==> src/hw/rtl/pfm_ram.sv <==
module pfm_ram #(
  parameter int unsigned Width = 8,
  parameter int unsigned Depth = 16
) (
  input  logic                     clk_i,
  input  logic                     we_i,
  input  logic [$clog2(Depth)-1:0] waddr_i,
  input  logic [Width-1:0]         wdata_i,
  input  logic [$clog2(Depth)-1:0] raddr_i,
  output logic [Width-1:0]         rdata_o
);

  logic [Width-1:0] mem_q [Depth];

  always_ff @(posedge clk_i) begin
    if (we_i) mem_q[waddr_i] <= wdata_i;
    rdata_o <= mem_q[raddr_i];
  end

endmodule

==> config.mk <==
export PLATFORM = sky130hd
export DESIGN_NAME = pfm_ram
export DESIGN_NICKNAME = d
export VERILOG_FILES = /design/src/hw/rtl/pfm_ram.sv
export SDC_FILE = /design/constraint.sdc
export NUM_CORES = 1
export LEC_CHECK = 0
export ABC_AREA = 1
export BUFFER_PORTS_ARGS = -buffer_cell sky130_fd_sc_hd__buf_2
export CORE_MARGIN = 5
export CORE_UTILIZATION = 65
export CTS_CLUSTER_SIZE = 30
export DETAILED_ROUTE_END_ITERATION = 10
export GPL_ROUTABILITY_DRIVEN = 0
export PLACE_DENSITY = 0.81
export SKIP_CTS_REPAIR_TIMING = 1
export SLEW_MARGIN = 20
export SYNTH_ARGS = -nofsm -noshare
export SYNTH_HDL_FRONTEND = slang
export SYNTH_SLANG_ARGS = --single-unit
==> constraint.sdc <==
create_clock -name clk_i -period 1.8 [get_ports clk_i]
set_input_delay 0.36 -clock clk_i [delete_from_list [all_inputs] [get_ports clk_i]]
set_output_delay 0.36 -clock clk_i [all_outputs]
set_load 0.01 [all_outputs]
# Word-level counts from Yosys, hierarchy flattened
# Memory sizes are Yosys's and may differ from the RTL's. A register that Yosys moved wholly into a read port is not among the register bits.
# Cells that the tools add are included.
[word_totals] reg_bits=0 mem_bits_rw=128 inputBits=18 output_inout_bits=8 wordCells=3 memories=1
[classes] muxes=2
[memory_table] name="mem_q" words=16 word_bits=8 read_ports=1 rd_clocked_by_memory_dff=1 write_ports=1 line="13" source="logic [Width-1:0] mem_q [Depth];"
[op_table] op="2-to-1 mux 1 bit" n=2

# Longest topological paths before layout
# Gate-level depths: netlist (run 1).
[logic_depth] ltp_word=2 ltp_mapped=8 depth_no_buf=7

# Least setup slack after synthesis (run 1)
# No wires, ideal clock.
[synth_timing] kind="input -> register" from="input port waddr_i[2]" to="memory mem_q[10][0] (enable)" setup_time_ns=0.370 t_arrival_ns=0.941 t_required_ns=1.430 slack_ns=0.489 stages=2 n_path_buf=0 cell_sequence="nand3b_1 nor2_1"
[synth_lines] item="from (decl)" line="7" source="input logic [$clog2(Depth)-1:0] waddr_i,"
[synth_lines] item="to (decl)" line="13"
# No word-level cell before the write port.

# Worst setup path after layout (run 1)
[layout_timing] from="register rdata_o[0] (read register of mem_q)" to="output port rdata_o[0]"
[layout_lines] item="from (decl)" line="10" source="output logic [Width-1:0] rdata_o"
# No word-level cell between the ends.

==> impl_metrics.toml, run 1 <==
[outcome]
outcome = "finished clean"

[sta]
timing.fmax_mhz = 725
tightestPinTransition_ps = 635
setup_viol = 0
finalCritPeriodShare = 0.766
final_hold_viol_count = 0
clock_skew_ps = 9.71
unrepaired_setup_endpoints_after_global_routing = "no"
timing.setup.tns_ps = 0
slew_violations = 0
max-slew-margin-rel = 0.576
fin_crit_ps = 1380
finalHoldWorstSlack_ps = 203

[finish]
layout.core_utilization = 0.759
final_cell_mix = "sky130_fd_sc_hd__nand2_1 (173), sky130_fd_sc_hd__edfxtp_1 (128), sky130_fd_sc_hd__inv_1 (100), sky130_fd_sc_hd__nand3_1 (97), sky130_fd_sc_hd__buf_2 (25)"
layout.cells.most_common = "sky130_fd_sc_hd__nand2_1"
drive_gt1_frac = 0.126
antenna_cells_inserted = 0
finish.cell_count_without_fillers = 711
layout.cell_area.non_filler_sq_um = 6590
num-nets-final = 609
layout-area-overhead-vs-synth_pct = 14.2

[grt]
grt_pass1_vias = 4063
grt_first_pass_wirelength_mm = 21.5
grt.total_usage = 0.260
pin_count_of_the_biggest_net_entering_global_routing = 65
grt-ovfl-total = 0
number_of_antenna_violations_at_the_first_check_in_global_routing = 0

[route]
vias = 4039
initialDrtViolationCount = 538
number_of_nets_with_antenna_violations_after_routing = 0
drt_drc_violations_left = 0
drt-pass1-iter-count = 5
detail_route.vias_per_cell = 5.68
avgRoutedWirePerCell_microns = 18.8
drt-total-wl_mm = 13.4

[placed_design]
hpwlAfterDp_mm = 7.81
cell_area_placed_sq_um = 6040
placed_cells = 680
portBuffers = 25

[yosys]
synth_warnings = 0
synth.lib_cells_used.distinct = 12
synth-seq-cells = 136
netlist_instances = 551
syn-cell-area_sq_um = 5770
mappedNetlistNets = 569
cell_type_with_the_highest_aggregate_area_in_the_netlist = "sky130_fd_sc_hd__edfxtp_1"
ys_seq_area_frac = 0.694
synth.top_cells.by_area = "sky130_fd_sc_hd__edfxtp_1 (67%), sky130_fd_sc_hd__nand2_1 (11%), sky130_fd_sc_hd__nand3_1 (8.4%)"
synth_top_cell_area_share = 0.667
synth_area_per_cell_sq_um = 10.5

[floorplanning]
die-width_microns = 104
initial_core_util = 0.665
coreArea_sq_um = 8680
rows = 34
area_of_the_die_sq_um = 10900
floorplan.die.height_microns = 104
top_level_ports = 26

[setup_path]
critical_path.max_stage_delay_ps = 360
worstPathMaxFanout = 1
critPathBufInv = 1
timing.critical_path.to_type = "output pin"
critical_path.top_delay_family = "flip-flops"
cp_data_arrival_time_ps = 1020
instance_count_on_the_critical_path = 1
timing.setup.critical_path_class = "reg2out"
rr_worst_depth = 6
critical_path.cell_chain = "buf_2"
start_kind = "register"
worst-endpoint-required_ps = 1440
critical_path.slowest_cell = "sky130_fd_sc_hd__dfxtp_1"

[power]
vdd_drop_max_mv = 0.669
power.density_nw_per_um2 = 1100
leakagePower_uw = 0.00291

[job]
max_capacitance_violation_count = 0

[hold_path]
holdPathStages = 3
worst_hold_path_type = "in2reg"

[clocking]
clock_sinks = 136
clkTransAtPathRegs_ps = 60
clock_tree_from_tritoncts = "done"
cts_made_buffers = 17
clk_path_buf_depth = 2
clock_tree.htree_level_count = 4
clk-insertion-delay-late_ps = 520
root_buffer_cell = "sky130_fd_sc_hd__clkbuf_8"
-- per-stage QoR --
stage | power, uW | worst slack, ps
after floorplan | 3880 | 489
after global placement | 4040 | 299
after detailed placement | 4060 | 238
after CTS | 7230 | 414
after global routing | 7450 | 397
final | 7220 | 421
-- synthesized netlist by cell type --
master / count
sky130_fd_sc_hd__buf_4: 4
sky130_fd_sc_hd__nand3_1: 97
sky130_fd_sc_hd__buf_1: 1
sky130_fd_sc_hd__nand3b_1: 2
sky130_fd_sc_hd__nand2_1: 173
sky130_fd_sc_hd__buf_6: 6
sky130_fd_sc_hd__dfxtp_1: 8
sky130_fd_sc_hd__nor2_1: 17
sky130_fd_sc_hd__edfxtp_1: 128
sky130_fd_sc_hd__buf_2: 13
sky130_fd_sc_hd__inv_2: 2
sky130_fd_sc_hd__inv_1: 100
-- registers in the layout (all words and copies together), names as in the netlist --
register	cells
mem_q	128
rdata_o	8
-- per-layer routing --
metal	up-vias	wire length, microns	GRT usage
met2	269	6380	0.389
met3	51	1370	0.0571
met5	-	0	0
li1	1855	-	-
met1	1864	5070	0.362
met4	0	563	0.130
-- final timing paths --
kind | slack [ps] | end | start
worst max-delay path | 420 | rdata_o[0] | rdata_o[0]
worst max register to register | 700 | rdata_o[2] | mem_q[0][2]
worst min-delay path | 200 | rdata_o[6] | raddr_i[3]
worst min register to register | 680 | rdata_o[4] | mem_q[2][4]
-- cell families after synthesis --
logic type	after synthesis	synth area share
buf+inv	126	0.0952
flops	136	0.694
simple gates	289	0.210
-- power by group --
| group | switching (uW) | internal [uW] |
|---|---|---|
| combinational | 317 | 128 |
| sequential | 23.1 | 3540 |
| clock | 1260 | 1950 |
-- tightest hold or removal path: cells and delay by family --
family | cells | cell delay (ps)
buf+inv | 1 | 170
simple gates | 2 | 150
-- cell type report --
class                      instances  area, sq um
sequential                       136         4000
fill                             537         2090
multi-input combinational        289         1210
clock buffer                      18          418
inverter                         102          383
timing repair buffer              45          300
tap                              108          135
clock inverter                    13          133
Power figures use the tool's default switching activity.
==> run 2, diff against run 1 <==
--- a/config.mk
+++ b/config.mk
@@ -8,11 +8,11 @@
 export ABC_AREA = 1
 export BUFFER_PORTS_ARGS = -buffer_cell sky130_fd_sc_hd__buf_2
 export CORE_MARGIN = 5
-export CORE_UTILIZATION = 65
+export CORE_UTILIZATION = 61
 export CTS_CLUSTER_SIZE = 30
 export DETAILED_ROUTE_END_ITERATION = 10
 export GPL_ROUTABILITY_DRIVEN = 0
-export PLACE_DENSITY = 0.81
+export PLACE_DENSITY = 0.76
 export SKIP_CTS_REPAIR_TIMING = 1
 export SLEW_MARGIN = 20
 export SYNTH_ARGS = -nofsm -noshare
==> constraint.sdc (replaced) <==
create_clock -name clk_i -period 1.4 [get_ports clk_i]
set_input_delay 0.28 -clock clk_i [delete_from_list [all_inputs] [get_ports clk_i]]
set_output_delay 0.28 -clock clk_i [all_outputs]
set_load 0.01 [all_outputs]
==> impl_metrics.toml, run 2 (same netlist as run 1, synthesis figures left out) <==
[hold_path]
worst_hold_path_type = "in2reg"

[route]
drt-total-wl_mm = 13.0
drt-pass1-iter-count = 6
vias = 4008
drt_drc_violations_left = 0
number_of_nets_with_antenna_violations_after_routing = 0
initialDrtViolationCount = 423
detail_route.vias_per_cell = 5.39
avgRoutedWirePerCell_microns = 17.5

[placed_design]
hpwlAfterDp_mm = 8.00
dp_slack_ps = 40.3
cell_area_placed_sq_um = 6160
portBuffers = 25
placed_cells = 711

[finish]
drive_gt1_frac = 0.143
final_cell_mix = "sky130_fd_sc_hd__nand2_1 (173), sky130_fd_sc_hd__edfxtp_1 (128), sky130_fd_sc_hd__inv_1 (100), sky130_fd_sc_hd__nand3_1 (97), sky130_fd_sc_hd__buf_4 (26)"
finish.cell_count_without_fillers = 743
layout-area-overhead-vs-synth_pct = 16.5
layout.cell_area.non_filler_sq_um = 6720
layout.cells.most_common = "sky130_fd_sc_hd__nand2_1"
antenna_cells_inserted = 0
num-nets-final = 619
fillCellCount = 626
max_reg_flops = 128
biggestRegsByFlops = "mem_q x128, rdata_o x8"
regMostFlops = "mem_q"

[power]
power_frac_comb = 0.063
power.switching_fraction = 0.234
netSwitchingPower_uw = 2180
leakagePower_uw = 0.00296
vdd_drop_max_mv = 0.948
power_report.internal_total_uw = 7120
power.density_nw_per_um2 = 1380
pwr-share-seq = 0.492
p_clk_frac = 0.445

[floorplanning]
coreArea_sq_um = 9240
floorplan.die.height_microns = 107
initial_core_util = 0.624
area_of_the_die_sq_um = 11500
top_level_ports = 26
rows = 35
die-width_microns = 107

[setup_path]
worst-endpoint-required_ps = 1120
critPathBufInv = 1
timing.setup.critical_path_class = "reg2out"
critical_path.slowest_cell = "sky130_fd_sc_hd__dfxtp_1"
start_kind = "register"
cp_data_arrival_time_ps = 1040
worstPathMaxFanout = 1
timing.critical_path.to_type = "output pin"
critical_path.max_stage_delay_ps = 370
critical_path.top_delay_family = "flip-flops"
critical_path.cell_chain = "buf_2"

[clocking]
clk_path_buf_depth = 2
clock_sinks = 136
cts_made_buffers = 17
root_buffer_cell = "sky130_fd_sc_hd__clkbuf_8"
clock_tree.htree_level_count = 4
clk-insertion-delay-late_ps = 520
clock_tree_from_tritoncts = "done"
clkTransAtPathRegs_ps = 60

[sta]
final_hold_viol_count = 0
timing.setup.tns_ps = 0
slew_violations = 0
timing.fmax_mhz = 758
setup_viol = 0
unrepaired_setup_endpoints_after_global_routing = "no"
fin_crit_ps = 1320
layout_setup_ws_ps = 81.5
tightestPinTransition_ps = 398
max-slew-margin-rel = 0.734
finalCritPeriodShare = 0.942
clock_skew_ps = 4.80

[outcome]
outcome = "finished clean"

[grt]
number_of_antenna_violations_at_the_first_check_in_global_routing = 0
grt.total_usage = 0.244
grt_first_pass_wirelength_mm = 20.4
pin_count_of_the_biggest_net_entering_global_routing = 45
grt-ovfl-total = 0
grt_pass1_vias = 3924

[job]
max_capacitance_violation_count = 0
run 2: changes by cell type in the layout (fill, tap and decap cells not counted):
cell                         previous run  this run
sky130_fd_sc_hd__clkbuf_1               1         0
sky130_fd_sc_hd__clkinv_2               5         1
sky130_fd_sc_hd__clkinvlp_4             0         2
sky130_fd_sc_hd__bufinv_16              2         1
sky130_fd_sc_hd__buf_4                 18        26
sky130_fd_sc_hd__buf_12                 2         4
sky130_fd_sc_hd__inv_6                  0         4
sky130_fd_sc_hd__inv_8                  0         1
run 2: power groups by stage:
stage | Clock [uW] | Combinational (uW) | Sequential (uW)
finish | 4140 | 585 | 4580
global route | 4400 | 641 | 4590
CTS | 4170 | 586 | 4580
detailed placement | 0 | 575 | 4670
global placement | 0 | 560 | 4660
floorplan | 0 | 321 | 4670
run 2: per-layer routing:
metal	part of all wire	vias to the layer above	track usage
met1	0.37	1884	0.312
li1	-	1878	-
met3	0.088	35	0.0638
met4	0.025	0	0.0758
met2	0.51	211	0.411
met5	0	-	0
run 2: area by class of cell:
class / instances / area (sq um) / share of cell area
Clock buffer: 17 / 414 / 0.0616
Inverter: 102 / 383 / 0.0570
Timing Repair Buffer: 55 / 400 / 0.0596
Tap cell: 129 / 161 / 0.0240
Multi-Input combinational cell: 289 / 1210 / 0.181
Sequential cell: 136 / 4000 / 0.596
Clock inverter: 15 / 144 / 0.0214
run 2: path summary, 6_finish.rpt:
check                                   from    endpoint  slack [ps]  depth (start not counted)
worst max-delay path              rdata_o[2]  rdata_o[2]          80                          1
worst min-delay path              raddr_i[3]  rdata_o[6]         140                          3
worst max register to register   mem_q[5][7]  rdata_o[7]         330                          6
worst min register to register  mem_q[14][4]  rdata_o[4]         660                          6
run 2: metrics by stage:
stage	hold WS [ps]	util	power [uW]
3_3_place_gp	643	0.667	5220
3_5_place_dp	653	0.667	5240
6_report	136	0.727	9310
5_1_grt	117	0.727	9630
2_1_floorplan	379	-	4990
4_1_cts	120	0.727	9330
==> run 3, diff against run 2 <==
--- a/config.mk
+++ b/config.mk
@@ -7,12 +7,14 @@
 export LEC_CHECK = 0
 export ABC_AREA = 1
 export BUFFER_PORTS_ARGS = -buffer_cell sky130_fd_sc_hd__buf_2
+export CELL_PAD_IN_SITES_DETAIL_PLACEMENT = 1
+export CELL_PAD_IN_SITES_GLOBAL_PLACEMENT = 2
 export CORE_MARGIN = 5
-export CORE_UTILIZATION = 61
+export CORE_UTILIZATION = 40
 export CTS_CLUSTER_SIZE = 30
 export DETAILED_ROUTE_END_ITERATION = 10
 export GPL_ROUTABILITY_DRIVEN = 0
-export PLACE_DENSITY = 0.76
+export PLACE_DENSITY = 0.75
 export SKIP_CTS_REPAIR_TIMING = 1
 export SLEW_MARGIN = 20
 export SYNTH_ARGS = -nofsm -noshare
==> impl_metrics.toml, run 3 (same netlist as run 1, synthesis figures left out) <==
[floorplanning]
area_of_the_die_sq_um = 16900
rows = 43
die-width_microns = 130
top_level_ports = 26
coreArea_sq_um = 14000
floorplan.die.height_microns = 130
initial_core_util = 0.412

[placed_design]
hpwlAfterDp_mm = 10.5
portBuffers = 25
placed_cells = 763

[grt]
grt-ovfl-total = 0
grt.total_usage = 0.200
grt_first_pass_wirelength_mm = 24.3
pin_count_of_the_biggest_net_entering_global_routing = 29
number_of_antenna_violations_at_the_first_check_in_global_routing = 0
grt_pass1_vias = 4165

[clocking]
clock_tree.htree_level_count = 4
clk_path_buf_depth = 2
clock_sinks = 136
clock_tree_from_tritoncts = "done"
root_buffer_cell = "sky130_fd_sc_hd__clkbuf_16"
clk-insertion-delay-late_ps = 420
clkTransAtPathRegs_ps = 60
cts_made_buffers = 17

[sta]
unrepaired_setup_endpoints_after_global_routing = "no"
tightestPinTransition_ps = 471
finalHoldWorstSlack_ps = 228
setup_viol = 0
timing.setup.tns_ps = 0
clock_skew_ps = 6.35
timing.fmax_mhz = 820
final_hold_viol_count = 0
max-slew-margin-rel = 0.686
finalCritPeriodShare = 0.871
fin_crit_ps = 1220
slew_violations = 0

[setup_path]
reg2reg_slack_ps = 300
rr_worst_depth = 6
start_kind = "register"
critPathBufInv = 1
cp_data_arrival_time_ps = 940
launching_point_of_the_worst_reg2reg_path = "mem_q[5][6]"
critical_path.slowest_cell = "sky130_fd_sc_hd__dfxtp_1"
critical_path.cell_chain = "buf_2"
timing.critical_path.to_type = "output pin"
timing.setup.critical_path_class = "reg2out"
setup.worst_path.end = "rdata_o[0]"
timing.rr.end = "rdata_o[6]"
critical_path.top_delay_family = "flip-flops"
critical_path.max_stage_delay_ps = 370
worst_setup_path_startpoint = "rdata_o[0]"
worst-endpoint-required_ps = 1120
instance_count_on_the_critical_path = 1
worstPathMaxFanout = 1

[finish]
regMostFlops = "mem_q"
layout.cells.most_common = "sky130_fd_sc_hd__nand2_1"
drive_gt1_frac = 0.141
antenna_cells_inserted = 0
layout-area-overhead-vs-synth_pct = 19.5
layout.core_utilization = 0.493
max_reg_flops = 128
biggestRegsByFlops = "mem_q x128, rdata_o x8"
final_cell_mix = "sky130_fd_sc_hd__nand2_1 (173), sky130_fd_sc_hd__edfxtp_1 (128), sky130_fd_sc_hd__inv_1 (100), sky130_fd_sc_hd__nand3_1 (97)"
num-nets-final = 620
finish.cell_count_without_fillers = 795

[route]
drt_drc_violations_left = 0
drt-total-wl_mm = 15.8
drt-pass1-iter-count = 4
initialDrtViolationCount = 277
detail_route.vias_per_cell = 4.96
avgRoutedWirePerCell_microns = 19.9
number_of_nets_with_antenna_violations_after_routing = 0
vias = 3942

[outcome]
outcome = "finished clean"

[power]
vdd_drop_max_mv = 0.611
power.density_nw_per_um2 = 1450
leakagePower_uw = 0.00300

[hold_path]
worst_hold_path_type = "in2reg"

[job]
max_capacitance_violation_count = 0
## run 3: cell types whose count changed in the layout (fill, tap and decap cells not counted), sizes merged
cell / previous run / this run
inv: 107 / 102
buf: 55 / 56
clkinvlp: 2 / 3
bufinv: 1 / 5
## run 3: worst min path at each step
stage                 start          end  slack (ps)  depth (start not counted)
2_1_floorplan    wdata_i[0]  mem_q[0][0]         380                          0
4_1_cts          raddr_i[3]   rdata_o[3]         220                          3
6_report         raddr_i[3]   rdata_o[3]         230                          3
3_3_place_gp   mem_q[12][1]   rdata_o[1]         640                          6
5_1_grt          raddr_i[3]   rdata_o[3]         220                          3
3_5_place_dp    mem_q[6][7]   rdata_o[7]         650                          6
## run 3: area by class of cell
cell class,instances,area [sq um]
clock buffers,17,425
clock inverters,15,208
fillers,1546,7100
inverters,102,383
multi-input cells,289,1210
flip-flops and latches,136,4000
well taps,180,225
repair buffers,56,433
## run 3: metal layers
layer | wire length, microns | global-route usage
met2 | 7800 | 0.331
met1 | 7220 | 0.268
met5 | 0 | 0
met4 | 165 | 0.0556
met3 | 609 | 0.0413
## run 3: power by group
group	switching (uW)	internal (uW)
registers	31.7	4550
logic	434	200
clock network	1650	3130
## run 3: metrics by stage
step | area (sq um) | total power (uW) | worst slack (ps)
3_5_place_dp | 6260 | 5320 | 9.52
5_1_grt | 6890 | 10300 | 147
2_1_floorplan | 5770 | 4990 | 169
4_1_cts | 6890 | 10100 | 148
6_report | 6890 | 10000 | 181
3_3_place_gp | 6260 | 5300 | 9.78
